### src/sv/rmj_pkg.sv
// Shared constants, types and saturation helper for the radar measurement Jacobian.
`default_nettype none
package rmj_pkg;

	localparam int DATA_W      = 32;
	localparam int QBITS       = 32;
	localparam int SQRT_STAGES = 32;
	localparam int DIV_STAGES  = QBITS + 1;
	localparam logic [DATA_W-1:0] POS_MAX = 32'h7FFF_FFFF;
	localparam logic [DATA_W-1:0] NEG_MIN = 32'h8000_0000;

	typedef struct packed {
		logic [31:0] apx;
		logic [31:0] apy;
		logic [63:0] cmag;
		logic [63:0] p2;
		logic        cneg;
		logic        negx;
		logic        negy;
		logic        zero;
	} sq_side_t;

	typedef struct packed {
		logic cneg;
		logic negx;
		logic negy;
		logic zero;
	} div_side_t;

	typedef struct packed {
		logic [DATA_W-1:0] val;
		logic              sat;
	} sat_t;

	function automatic sat_t sat_apply(input logic [QBITS-1:0] q, input logic ovf,
			input logic neg);
		sat_t r;
		if (neg) begin
			if (ovf || (q > NEG_MIN)) begin
				r.val = NEG_MIN;
				r.sat = 1'b1;
			end else begin
				r.val = DATA_W'(-q);
				r.sat = 1'b0;
			end
		end else begin
			if (ovf || q[QBITS-1]) begin
				r.val = POS_MAX;
				r.sat = 1'b1;
			end else begin
				r.val = DATA_W'(q);
				r.sat = 1'b0;
			end
		end
		return r;
	endfunction

endpackage
`default_nettype wire

### src/sv/rmj_isqrt.sv
// Pipelined integer square root, one result bit per stage.
`default_nettype none
module rmj_isqrt import rmj_pkg::*; (
	input  wire logic        clk,
	input  wire logic        en,
	input  wire logic [63:0] x,
	output logic [31:0]      root
);

	logic [63:0] x_s   [0:SQRT_STAGES-1];
	logic [63:0] res_s [0:SQRT_STAGES-1];

	for (genvar k = 0; k < SQRT_STAGES; k++) begin : g_stage
		localparam int SH = 62 - 2 * k;
		logic [63:0] xi, ri, bitv;
		logic [64:0] trial;
		if (k == 0) begin : g_first
			assign xi = x;
			assign ri = '0;
		end else begin : g_next
			assign xi = x_s[k-1];
			assign ri = res_s[k-1];
		end
		assign bitv  = 64'(1) << SH;
		assign trial = 65'(ri) + 65'(bitv);

		always_ff @(posedge clk) begin
			if (en) begin
				if (65'(xi) >= trial) begin
					x_s[k]   <= 64'(65'(xi) - trial);
					res_s[k] <= (ri >> 1) + bitv;
				end else begin
					x_s[k]   <= xi;
					res_s[k] <= ri >> 1;
				end
			end
		end
	end

	assign root = res_s[SQRT_STAGES-1][31:0];

endmodule
`default_nettype wire

### config.mk
export PLATFORM = sky130hd
export DESIGN_NAME = rmj_isqrt
export DESIGN_NICKNAME = d
export VERILOG_FILES = /design/src/sv/rmj_pkg.sv /design/src/sv/rmj_isqrt.sv
export SDC_FILE = /design/constraint.sdc
export NUM_CORES = 2
export LEC_CHECK = 0
export BUFFER_PORTS_ARGS = -buffer_cell sky130_fd_sc_hd__buf_2
export CAP_MARGIN = 20
export CORE_ASPECT_RATIO = 0.5
export CORE_MARGIN = 4
export CORE_UTILIZATION = 40
export DETAILED_ROUTE_END_ITERATION = 8
export GPL_ROUTABILITY_DRIVEN = 0
export PLACE_DENSITY = 0.6
export SLEW_MARGIN = 0
export SYNTH_ARGS = -nofsm -noshare
export SYNTH_HDL_FRONTEND = slang
export SYNTH_SLANG_ARGS = --single-unit
export TNS_END_PERCENT = 100
### constraint.sdc
create_clock -name clk -period 8.8 [get_ports clk]
set_input_delay 0.44 -clock clk [delete_from_list [all_inputs] [get_ports clk]]
set_output_delay 0.44 -clock clk [all_outputs]
set_load 0.02 [all_outputs]
---- Word-level counts from Yosys, hierarchy flattened ----
Memories as Yosys holds them, arrays and structs flattened.
Index checks and enable logic that the tools add are counted.
storage, ports and cells
  bits in registers ....................... 0
  RAM bits ................................ 4096
  output and inout port bits .............. 32
  memories ................................ 2
memories
  memory  words  bits a word  read ports  clocked after Yosys merged registers in  write ports  RTL line         source
  res_s   32     64           32          0                                        32           rmj_isqrt.sv:11  logic [63:0] res_s [0:SQRT_STAGES-1];
  x_s     32     64           31          0                                        32           rmj_isqrt.sv:10  logic [63:0] x_s [0:SQRT_STAGES-1];
operators by class
  add/sub/neg operators ................... 94
  order comparisons ....................... 32
  mux-type cells .......................... 256
  bitwise gates (word level) .............. 64
operator list
  cell                      count
  $mux W64                  64
  $ge A64 B65 Y1            31
  $sub A64 B64 Y64          31
  $mux W1                   192
  $add A64 B1 Y65 const B   1
  $add A64 B11 Y65 const B  1
  $add A64 B13 Y65 const B  1
  $add A64 B15 Y65 const B  1
  $add A64 B17 Y65 const B  1
  $add A64 B19 Y65 const B  1
  $add A64 B21 Y65 const B  1
  $add A64 B23 Y65 const B  1
  $add A64 B25 Y65 const B  1
  $add A64 B27 Y65 const B  1
  $add A64 B29 Y65 const B  1
  $add A64 B3 Y65 const B   1
  $add A64 B31 Y65 const B  1
  $add A64 B33 Y65 const B  1
  $add A64 B35 Y65 const B  1
  $add A64 B37 Y65 const B  1
  $add A64 B39 Y65 const B  1
  $add A64 B41 Y65 const B  1
  $add A64 B43 Y65 const B  1
  $add A64 B45 Y65 const B  1
  45 further kinds          108

---- Longest topological paths before layout ----
An unclocked memory read counts as a cell.
  depth after elaboration ................. 7
  mapped depth ............................ 15

---- Least setup slack after synthesis ----
No wires, ideal clock.
  path kind ............................... input to register
  start ................................... input port en
  end ..................................... memory res_s[26][10], in the netlist res_s[1][650], enable pin
  library setup time ...................... 0.482 ns
  arrival time ............................ 3.761 ns
  required time ........................... 8.318 ns
  setup slack ............................. 4.557 ns
  cell stages on the path ................. 4
  cells stage by stage .................... clkbuf_1 clkbuf_1 clkbuf_1 clkbuf_1
RTL lines
  item             RTL line         source
  start, declared  rmj_isqrt.sv:5   input wire logic en,
  end, declared    rmj_isqrt.sv:11

==> impl_metrics.json <==
{
  "status": "finished, final reports clean",
  "syn_area_um2": 121000,
  "p_seq_share_pct": 50.0,
  "antennaDiodeCount": 0,
  "min_period_over_period_pct": 54.8,
  "tightestPinTransition_ns": 1.12,
  "root_buffer": "clkbuf_16",
  "skew_ns": 0.124,
  "cts_tree": "done",
  "grt_max_degree": 196,
  "synth_warnings": 0,
  "clockPowerShare_pct": 29.0,
  "grt_overflow": 0,
  "syn_area_per_cell_um2": 12.4,
  "die_width_um": 786,
  "numPortBuffers": 97,
  "timing.setup.tns_ns": 0,
  "synth_nets": 10400,
  "min_path_type": "primary input to flip-flop",
  "ys_async_sr_fraction_pct": 0,
  "ys_seq_area_share_pct": 62.3,
  "finalSetupViolations": 0,
  "yosys_most_used_dff": "edfxtp_1",
  "worstSetupEndpointType": "flip-flop",
  "antenna_found_initial": 1,
  "first_pass_iters": 6,
  "start_util_pct": 40.3,
  "clkTransAtPathRegs_ns": 0.07,
  "wl_met1_um": 99900,
  "synth_cells": 9729,
  "crit_path_start_kind": "flip-flop",
  "finalHoldViolCount": 0,
  "drt.antenna.violating_nets": 0,
  "clk_latency_ns": 0.92,
  "die_area_um2": 312000,
  "finalMaxSlewViolations": 0,
  "core_um2": 300000,
  "worstPathRequired_ns": 9.37,
  "p_leak_nw": 49.0,
  "power_density_nw_per_um2": 242,
  "finalCriticalPeriod_ns": 4.83,
  "synth_edf_count": 2512,
  "yosysUniqueCellTypes": 85,
  "avgViaCountPerCell": 5.26,
  "clock-sinks": 2512,
  "nets": 10600,
  "grt_pass1_wl_um": 405000,
  "highest_layer": "met4",
  "cts.repair.resized": 0,
  "die_h_um": 397,
  "synthToLayoutAreaGrowth_pct": 10.6,
  "wl_met2_um": 134000,
  "cts-htree-levels": 4,
  "numCtsBuffers": 221,
  "ioPinCount": 98,
  "cp_max_fo": 6,
  "worstPathArrival_ns": 5.40,
  "p_int_mw": 23.1,
  "grt_use_total_pct": 16.3,
  "dp_hpwl_um": 195000,
  "swShare_pct": 28.9,
  "critPathKind": "flip-flop to flip-flop",
  "first_global_vias": 75500,
  "relSlewSlack_pct": 24.4,
  "routed_wl_um": 259000,
  "drtIter0Drc": 4282,
  "cap_violations": 0,
  "p_comb_share_pct": 21.0,
  "drc": 0,
  "finalPower_mw": 32.4,
  "fillers": 27100,
  "max-clock-path-buffers": 4,
  "ir_drop_mv": 0.174,
  "fmax_ghz": 0.207,
  "via_count": 74500,
  "power_switching_mw": 9.36,
  "routedWlPerCell_um": 18.3,
  "synth-seq-cells": 2512,
  "rsz0062_at_grt": "no",
  "drive_gt1_share_pct": 6.01,
  "routed-wl-met3_um": 9380,
  "rows": 142
}
-- cells in the final DEF, fill, tap and decap left out, types with 71 or more instances in the layout --
cell	count
a21oi_1	516
nand4_1	182
nor4_1	369
nand2b_1	123
nor2_1	560
or3_1	100
nand2_1	737
o21a_1	84
nand3_1	175
clkbuf_16	223
xnor2_1	473
xor2_1	422
ha_1	558
or4_1	90
nor3_1	268
o21ai_0	524
edfxtp_1	2512
nor2b_1	71
inv_1	669
a21o_1	229
buf_2	100
-- power by group through the flow --
stage | combinational (mW) | clock [mW] | sequential [mW]
5_1_grt | 7.60 | 10.2 | 16.4
2_1_floorplan | 5.27 | 0 | 16.1
3_5_place_dp | 6.72 | 0 | 16.5
6_report | 6.81 | 9.39 | 16.2
4_1_cts | 6.77 | 9.65 | 16.2
3_3_place_gp | 6.63 | 0 | 16.4
-- critical path, cell delays in order (launching register included) --
cell and delay, ns:
edfxtp_1 0.39, ha_1 0.42, o21ai_0 0.20, a221oi_1 0.20
a221oi_1 0.85, o311ai_0 0.40, a211oi_1 0.81, nor2_1 0.15
nor3_1 0.54, a2111o_1 0.32, nor4_1 0.10, xor2_1 0.15
-- sequential cells by signal (all words and copies together) (netlist names) --
name / flops
x_s: 1984
res_s: 528
-- what timing repair did --
action	4_1_cts	5_1_grt
hold endpoints to repair	85	0
setup buffers	0	0
setup endpoints to repair	0	0
hold buffers	65	0
-- cells by family after synthesis --
logic type / Yosys count / share of synthesized area, %
adder cells (fa/ha/maj): 558 / 5.77
multiplexers: 76 / 0.693
AO/OA/AOI/OAI: 1800 / 9.15
XOR/XNOR: 895 / 6.48
buffers and inverters: 891 / 2.78
flip-flops: 2512 / 62.3
AND/OR/NAND/NOR: 2997 / 12.8
-- synthesized netlist by cell type (35+ instances only) --
library cell	instances	area [um2]
nand4_1	182	1140
mux2_2	61	687
nor3_1	269	1350
nor4_1	370	2310
nor2_1	561	2110
or2_2	42	263
o21ai_0	524	2620
nor4b_1	59	517
a31oi_1	52	325
a21o_1	229	1720
o21bai_1	54	405
nand2b_1	123	769
o31ai_1	38	285
nand3b_1	35	263
or3_1	100	626
ha_1	558	6980
nand2_1	737	2770
inv_1	670	2510
a21oi_1	518	2590
o21a_1	84	631
nor2b_1	72	450
xor2_1	422	3700
nand3_1	175	876
xnor2_1	473	4140
edfxtp_1	2512	75400
and3_1	50	313
a211oi_1	43	323
clkbuf_1	201	754
or4_1	90	676
-- path summary, 6_finish.rpt --
| check | endpoint | cells past startpoint | from | slack, ns |
|---|---|---|---|---|
| worst min-delay path | x_s[0][3]$_DFFE_PP_ | 2 | x[3] | 0.25 |
| worst max register to register | x_s[1][639]$_DFFE_PP_ | 11 | x_s[1][526]$_DFFE_PP_ | 3.97 |
| worst max-delay path | x_s[1][639]$_DFFE_PP_ | 11 | x_s[1][526]$_DFFE_PP_ | 3.97 |
| worst min register to register | res_s[0][497]$_DFFE_PP_ | 0 | res_s[0][434]$_DFFE_PP_ | 0.35 |
-- layout make-up --
type,count,area [um2],share of cell area [%]
repair buffers,234,1750,1.31
clock buffers,266,5740,4.29
clock inverters,124,1010,0.757
flip-flops and latches,2512,75400,56.4
well taps,4032,5040,3.77
multi-input cells,6326,42300,31.6
inverters,671,2520,1.88
-- routing by layer --
layer / vias to the layer above / GRT usage [%]
li1: 36900 / -
met1: 35100 / 17.6
met2: 1833 / 30.6
met3: 691 / 2.13
met4: 0 / 9.11
met5: - / 0
-- through the flow --
stage	worst slack [ns]	utilization [%]	instance area, um2	hold slack (ns)	instances
finish	3.97	44.6	134000	0.253	14200
global placement	3.66	42.1	126000	0.424	13700
CTS	4.08	44.6	134000	0.147	14200
detailed placement	4.10	42.1	126000	0.424	13700
global route	3.65	44.6	134000	0.195	14200
floorplan	4.56	-	121000	0.417	9729
Power figures use the tool's default switching activity.
