**config.mk**
```make
export PLATFORM = sky130hd
export DESIGN_NAME = rmj_delay
export DESIGN_NICKNAME = d
export VERILOG_FILES = /design/src/sv/rmj_delay.sv
export SDC_FILE = /design/constraint.sdc
export NUM_CORES = 1
export LEC_CHECK = 0
export ABC_AREA = 1
export BUFFER_PORTS_ARGS = -buffer_cell sky130_fd_sc_hd__buf_4
export CAP_MARGIN = 25
export CORE_ASPECT_RATIO = 1.25
export CORE_MARGIN = 2
export CORE_UTILIZATION = 50
export CTS_BUF_LIST = sky130_fd_sc_hd__clkbuf_8
export DETAILED_ROUTE_END_ITERATION = 7
export GPL_ROUTABILITY_DRIVEN = 0
export PLACE_DENSITY = 0.84
export SYNTH_ARGS = -nofsm -noshare
export SYNTH_HDL_FRONTEND = slang
export SYNTH_SLANG_ARGS = --single-unit
```
**constraint.sdc**
```tcl
create_clock -name clk -period 1.8 [get_ports clk]
set_clock_uncertainty 0.05 [all_clocks]
set_input_delay 0.18 -clock clk [delete_from_list [all_inputs] [get_ports clk]]
set_output_delay 0.18 -clock clk [all_outputs]
set_load 0.02 [all_outputs]
```
**src/sv/rmj_delay.sv**
```systemverilog
// Enabled delay line carrying a valid bit and a side payload.
`default_nettype none
module rmj_delay #(
	parameter int W = 8,
	parameter int D = 4
) (
	input  wire logic         clk,
	input  wire logic         arst_n,
	input  wire logic         en,
	input  wire logic         vld_i,
	input  wire logic [W-1:0] dat_i,
	output logic              vld_o,
	output logic [W-1:0]      dat_o
);

	logic [D-1:0] vld_s;
	logic [W-1:0] dat_s [0:D-1];

	always_ff @(posedge clk or negedge arst_n) begin
		if (!arst_n) begin
			vld_s <= '0;
		end else if (en) begin
			vld_s <= D'({vld_s, vld_i});
		end
	end

	always_ff @(posedge clk) begin
		if (en) begin
			dat_s[0] <= dat_i;
			for (int i = 1; i < D; i++) begin
				dat_s[i] <= dat_s[i-1];
			end
		end
	end

	assign vld_o = vld_s[D-1];
	assign dat_o = dat_s[D-1];

endmodule
`default_nettype wire

```
======== After elaboration in Yosys (flattened, before gate mapping) ========
Memory sizes are Yosys's and may differ from the RTL's.
Cells that the tools add are included.
storage, ports and cells
  register bits ........................... 4
  RAM bits ................................ 32
  input bits .............................. 12
  output and inout port bits .............. 9
  word-level logic and storage cells ...... 4
  memories ................................ 1
cells by class
  muxes and demuxes ....................... 2
memories
  memory  words  bits a word  rd ports  clocked after Yosys merged registers in  wr ports  RTL line  RTL
  dat_s   4      8            4         0                                        4         17        logic [W-1:0] dat_s [0:D-1];
operators by type and width
  operator           count
  two-way mux 1 bit  2

======== Depth between registers and ports, before layout ========
Gate-level depths: netlist of run 1.
  depth in word-level cells ............... 2
  gate-level depth with buffers ........... 3
  gate-level depth less buffers ........... 3

======== Least setup slack after synthesis of run 1 ========
Ideal clock, no wire load.
  path type ............................... register to register
  from .................................... register, netlist name vld_s[3]
  to ...................................... register vld_s[3]
  library setup time ...................... 117 ps
  arrival time ............................ 559 ps
  data required time ...................... 1,633 ps
  path slack .............................. 1,074 ps
  stages on the path, launching flop included .. 3
  path buffers ............................ 0
  period minus slack after synthesis ...... 726 ps
  cell sequence ........................... dfrtp_1 nand2_1 nand2_1
RTL lines
  item                  RTL line  RTL
  to (signal assigned)  23        vld_s <= D'({vld_s, vld_i});
  to (decl)             16        logic [D-1:0] vld_s;

======== Worst setup path after layout of run 1 ========
  from .................................... register vld_s[3]
  to ...................................... output port vld_o
RTL lines
  item       RTL line  RTL
  to (decl)  12        output logic vld_o,
No word-level cell between the ends.

==> results of run 1 <==
metal layers:
| layer | share of wire | vias up |
|---|---|---|
| met2 | 0.51 | 26 |
| met4 | 0.029 | 0 |
| met1 | 0.37 | 235 |
| met5 | 0 | - |
| met3 | 0.090 | 5 |
| li1 | - | 232 |
synth_stat cells (all sizes together):
library cell,count
edfxtp,32
inv,1
dfrtp,4
nand2,12
state kept, by name, indices dropped and copies added, names as in the netlist:
register and flops:
vld_s 4, dat_s 32
path summary, 6_finish.rpt:
path                       cells after the start          end  slack (ns)
setup reg to reg                               0  dat_s[2][0]        1.12
hold reg to reg                                0  dat_s[2][7]        0.37
max in group asynchronous                      2     vld_s[0]        1.39
setup / recovery                               1        vld_o        0.75
hold / removal                                 1  dat_s[0][7]        0.03
min in group asynchronous                      2     vld_s[2]        0.21
power by group through the flow:
stage,clock (mW),sequential [mW],combinational [mW]
after global routing,0.628,1.00,0.0901
final,0.578,0.995,0.0822
after detailed placement,0,1.01,0.0815
after floorplan,0,1.03,0.00972
after global placement,0,1.01,0.0790
after CTS,0.597,0.996,0.0831
logic make-up (layout without fill, tap and decap cells):
| logic type | count (synthesis) | in the layout | share of synthesized area |
|---|---|---|---|
| flops | 36 | 36 | 0.9560 |
| simple gates | 12 | 12 | 0.04058 |
| buf+inv | 1 | 29 | 0.003379 |
cells in the final DEF (no fill, tap or decap):
cell | synthesis | final
buf_4 | 0 | 20
clkbuf_8 | 0 | 7
dfrtp_1 | 4 | 4
dlygate4sd3_1 | 0 | 1
edfxtp_1 | 32 | 32
inv_2 | 1 | 1
nand2_1 | 12 | 12
layout make-up:
type | instances | area, um^2 | area share
tap | 21 | 26.28 | 0.01887
sequential | 36 | 1061 | 0.7619
timing repair buffer | 21 | 160.2 | 0.1150
inverter | 1 | 3.754 | 0.002695
clock buffer | 7 | 96.34 | 0.06918
multi-input combinational | 12 | 45.04 | 0.03234
metrics by stage:
step / utilization / hold WS [ns] / area (um^2)
detailed placement: 0.6012 / -0.07222 / 1286
global route: 0.6509 / 0.01833 / 1393
global placement: 0.6012 / -0.07476 / 1286
finish: 0.6509 / 0.02854 / 1393
floorplan: - / -0.1656 / 1110
CTS: 0.6509 / 0.02012 / 1393
==> results.sh, run 1 <==
export IMPL_status="finished clean"
export IMPL_worstSetupStartpoint="vld_s[3]"
export IMPL_antenna_found_initial=0
export IMPL_setup_ws_ns=0.7488
export IMPL_setup_viol=0
export IMPL_crit_path_top_delay_cell="dfrtp_1"
export IMPL_grt_pass1_vias=475
export IMPL_fin_crit_sh=0.5840
export IMPL_worstReg2RegStart="dat_s[1][0]"
export IMPL_hpwl_um=701.7
export IMPL_ys_seq_area_frac=0.9560
export IMPL_die_area_um2=2615
export IMPL_totalPowerFinal_mw=1.655
export IMPL_routedWlPerCell_um=12.06
export IMPL_hold_path_class="in -> reg"
export IMPL_fin_nets=89
export IMPL_hold_buffers=1
export IMPL_synth_avg_cell_area_um2=22.65
export IMPL_p_leak_nw=0.5528
export IMPL_crit_chain="buf_4"
export IMPL_clock_sinks=36
export IMPL_setup_tns_ns=0
export IMPL_min_from="dat_i[7]"
export IMPL_postRouteAntennaNets=0
export IMPL_ys_types=4
export IMPL_p_comb_frac=0.050
export IMPL_p_switching_uw=299.6
export IMPL_coreArea_um2=2140
export IMPL_power_density_nw_per_um2=1188
export IMPL_grt_max_degree=38
export IMPL_worstPathBufferInverterCount=1
export IMPL_worstPathArrival_ns=0.82
export IMPL_grtUsageTotal=0.1172
export IMPL_pwr_share_seq=0.601
export IMPL_grt_pass1_wl_um=1911
export IMPL_tritoncts="done"
export IMPL_clkTransAtPathRegs_ns=0.06
export IMPL_clock_fmax_ghz=0.9513
export IMPL_use_met2=0.1687
export IMPL_clockBufferDepth=2
export IMPL_routed_wl_um=1182
export IMPL_worstPathMaxFanout=2
export IMPL_cp_start_kind="flip-flop"
export IMPL_drt_iter0_drc=17
export IMPL_use_met1=0.1218
export IMPL_ir_drop_uv=906.4
export IMPL_tightest_slew_ns=0.4223
export IMPL_ios=21
export IMPL_hold_viol=0
export IMPL_pre_cts_slack_ns=0.8390
export IMPL_syn_nets=61
export IMPL_yosys_warnings=0
export IMPL_cts_buffers=5
export IMPL_critPathKind="reg -> out"
export IMPL_drt_first_pass_iters=4
export IMPL_start_util=0.5187
export IMPL_drc=0
export IMPL_dieWidth_um=46.14
export IMPL_clkLatencyLatePin_ns=0.27
export IMPL_top_usage_layer="met2"
export IMPL_synth_area_um2=1110
export IMPL_htreeDepth=2
export IMPL_cts_root_buf="clkbuf_8"
export IMPL_fin_crit_ns=1.051
export IMPL_synth_area_leaders="edfxtp_1, dfrtp_1, nand2_1"
export IMPL_drv_cap=0
export IMPL_numPortBuffers=20
export IMPL_cp_end_kind="output port"
export IMPL_yosys_area_top_type="edfxtp_1"
export IMPL_cts_repair_resized=0
export IMPL_overflow=0
export IMPL_num_vias=498
export IMPL_yosysTopAreaCellShare=0.8658
export IMPL_cp_top_family="flip-flops"
export IMPL_drive_above_1_share=0.3636
export IMPL_grt_setup_unrepaired="no"
export IMPL_vias_per_cell=5.082
export IMPL_ys_ff_latch=36
export IMPL_swShare=0.1811
export IMPL_final_cells=98
export IMPL_clockPowerShare=0.349
export IMPL_postCtsSetupBuffers=0
export IMPL_slew_limit_headroom=0.7185
export IMPL_die_h_um=56.68
export IMPL_cp_required_ns=1.57
export IMPL_netlist_instances=49
export IMPL_p_int_mw=1.355
export IMPL_max_stage_delay_ns=0.39
export IMPL_placedCellCount=90
export IMPL_finalMaxSlewViolations=0
export IMPL_rows=19
export IMPL_area_delta_synth_final_pct=25.48
export IMPL_diodes=0
export IMPL_nFillCells=158
export IMPL_use_met3=0.05788
No activity file was read; power rests on OpenSTA's default activity.
==> run 2: changes to the inputs <==
Clock period 1.8 ns to 1.1 ns, I/O delays scaled along.
==> results.sh, run 2 (synthesis gave the netlist of run 1 again) <==
export IMPL_status="finished clean"
export IMPL_die_h_um=56.68
export IMPL_grt_max_degree=38
export IMPL_htreeDepth=2
export IMPL_numPortBuffers=20
export IMPL_clock_fmax_ghz=1.014
export IMPL_area_delta_synth_final_pct=33.60
export IMPL_multi_input_area_um2=45.04
export IMPL_fin_crit_sh=0.8965
export IMPL_overflow=0
export IMPL_power_density_nw_per_um2=1848
export IMPL_clock_sinks=36
export IMPL_drt_iter0_drc=11
export IMPL_clockPowerShare=0.346
export IMPL_cp_end_kind="output port"
export IMPL_setup_ws_ns=0.1139
export IMPL_hold_viol=0
export IMPL_use_met1=0.1569
export IMPL_drv_cap=0
export IMPL_placed_cell_area_um2=1286
export IMPL_routed_wl_um=1352
export IMPL_worstPathArrival_ns=0.83
export IMPL_clockBufferDepth=2
export IMPL_postRouteAntennaNets=0
export IMPL_coreArea_um2=2140
export IMPL_nFillCells=144
export IMPL_critPathKind="reg -> out"
export IMPL_max_stage_delay_ns=0.39
export IMPL_num_vias=531
export IMPL_tritoncts="done"
export IMPL_p_int_mw=2.239
export IMPL_p_leak_nw=0.5904
export IMPL_hold_path_class="in -> async"
export IMPL_diodes=0
export IMPL_dieWidth_um=46.14
export IMPL_p_switching_uw=500.7
export IMPL_slew_limit_headroom=0.7136
export IMPL_fin_nets=98
export IMPL_worstPathMaxFanout=2
export IMPL_clkTransAtPathRegs_ns=0.06
export IMPL_layout_common_cells="edfxtp_1, buf_4, nand2_1"
export IMPL_swShare=0.1828
export IMPL_vias_per_cell=4.963
export IMPL_fin_crit_ns=0.9861
export IMPL_largest_reg_flops=32
export IMPL_use_met2=0.1865
export IMPL_finalMaxSlewViolations=0
export IMPL_drt_first_pass_iters=3
export IMPL_pwr_share_seq=0.595
export IMPL_ir_drop_uv=1578
export IMPL_setup_tns_ns=0
export IMPL_totalPowerFinal_mw=2.739
export IMPL_grtUsageTotal=0.1329
export IMPL_die_area_um2=2615
export IMPL_grt_setup_unrepaired="no"
export IMPL_final_cells=107
export IMPL_p_comb_frac=0.059
export IMPL_crit_chain="buf_4"
export IMPL_cts_root_buf="clkbuf_8"
export IMPL_start_util=0.5187
export IMPL_cp_start_kind="flip-flop"
export IMPL_final_common_cell="edfxtp_1"
export IMPL_tightest_slew_ns=0.4295
export IMPL_drc=0
export IMPL_top_register="dat_s"
export IMPL_routedWlPerCell_um=12.64
export IMPL_hpwl_um=701.7
export IMPL_antenna_found_initial=0
export IMPL_final_area_um2=1483
export IMPL_grt_pass1_vias=510
export IMPL_regArea_um2=1061
export IMPL_clkLatencyLatePin_ns=0.27
export IMPL_top_regs="dat_s: 32 flops, vld_s: 4 flops"
export IMPL_grt_pass1_wl_um=2214
export IMPL_ios=21
export IMPL_pre_cts_slack_ns=0.2090
export IMPL_placedCellCount=90
export IMPL_cp_required_ns=0.94
export IMPL_setup_viol=0
export IMPL_cp_top_family="flip-flops"
export IMPL_worstPathBufferInverterCount=1
export IMPL_cts_buffers=5
export IMPL_rows=19
export IMPL_top_usage_layer="met2"
export IMPL_use_met3=0.05788
export IMPL_drive_above_1_share=0.3256
export IMPL_crit_path_top_delay_cell="dfrtp_1"
==> run 2: area by class of cell <==
| type | instances | share of cell area |
|---|---|---|
| inverters | 1 | 0.002532 |
| multi-input cells | 12 | 0.03038 |
| repair buffers | 30 | 0.1688 |
| clock buffers | 7 | 0.06498 |
| well taps | 21 | 0.01772 |
| flip-flops and latches | 36 | 0.7156 |
==> run 2: final timing paths <==
| kind | startpoint | to | slack, ns | cells after the start |
|---|---|---|---|---|
| max | vld_s[3] | vld_o | 0.11 | 1 |
| min | arst_n | vld_s[0] | 0.14 | 2 |
| max reg2reg | dat_s[0][4] | dat_s[1][4] | 0.41 | 0 |
| min reg2reg | dat_s[1][7] | dat_s[2][7] | 0.37 | 0 |
| max in group asynchronous | arst_n | vld_s[1] | 0.76 | 2 |
| min in group clk | en | vld_s[1] | 0.23 | 3 |
==> run 2: timing repair <==
action | in CTS | in global routing
setup buffers | 0 | 0
hold buffers | 10 | 0
endpoints found under the hold margin | 13 | 0
gates resized for setup | 0 | 0
==> run 2: per-layer routing <==
layer,share of wire,routed length [um]
met1,0.40,535
met2,0.50,678
met3,0.064,87
met4,0.038,51
met5,0,0
==> run 2: per-stage QoR <==
stage	hold slack, ns	utilization
after floorplan	-0.2356	-
after global placement	-0.1448	0.6012
after detailed placement	-0.1422	0.6012
after CTS	0.1045	0.6930
after global routing	0.1337	0.6930
final	0.1396	0.6930
==> run 2: power by group through the flow <==
stage          clock network, mW  registers [mW]  logic [mW]
2_1_floorplan                  0            1.68      0.0159
3_3_place_gp                   0            1.65       0.129
3_5_place_dp                   0            1.66       0.133
4_1_cts                    0.976            1.63       0.161
5_1_grt                     1.04            1.64       0.176
6_report                   0.948            1.63       0.162
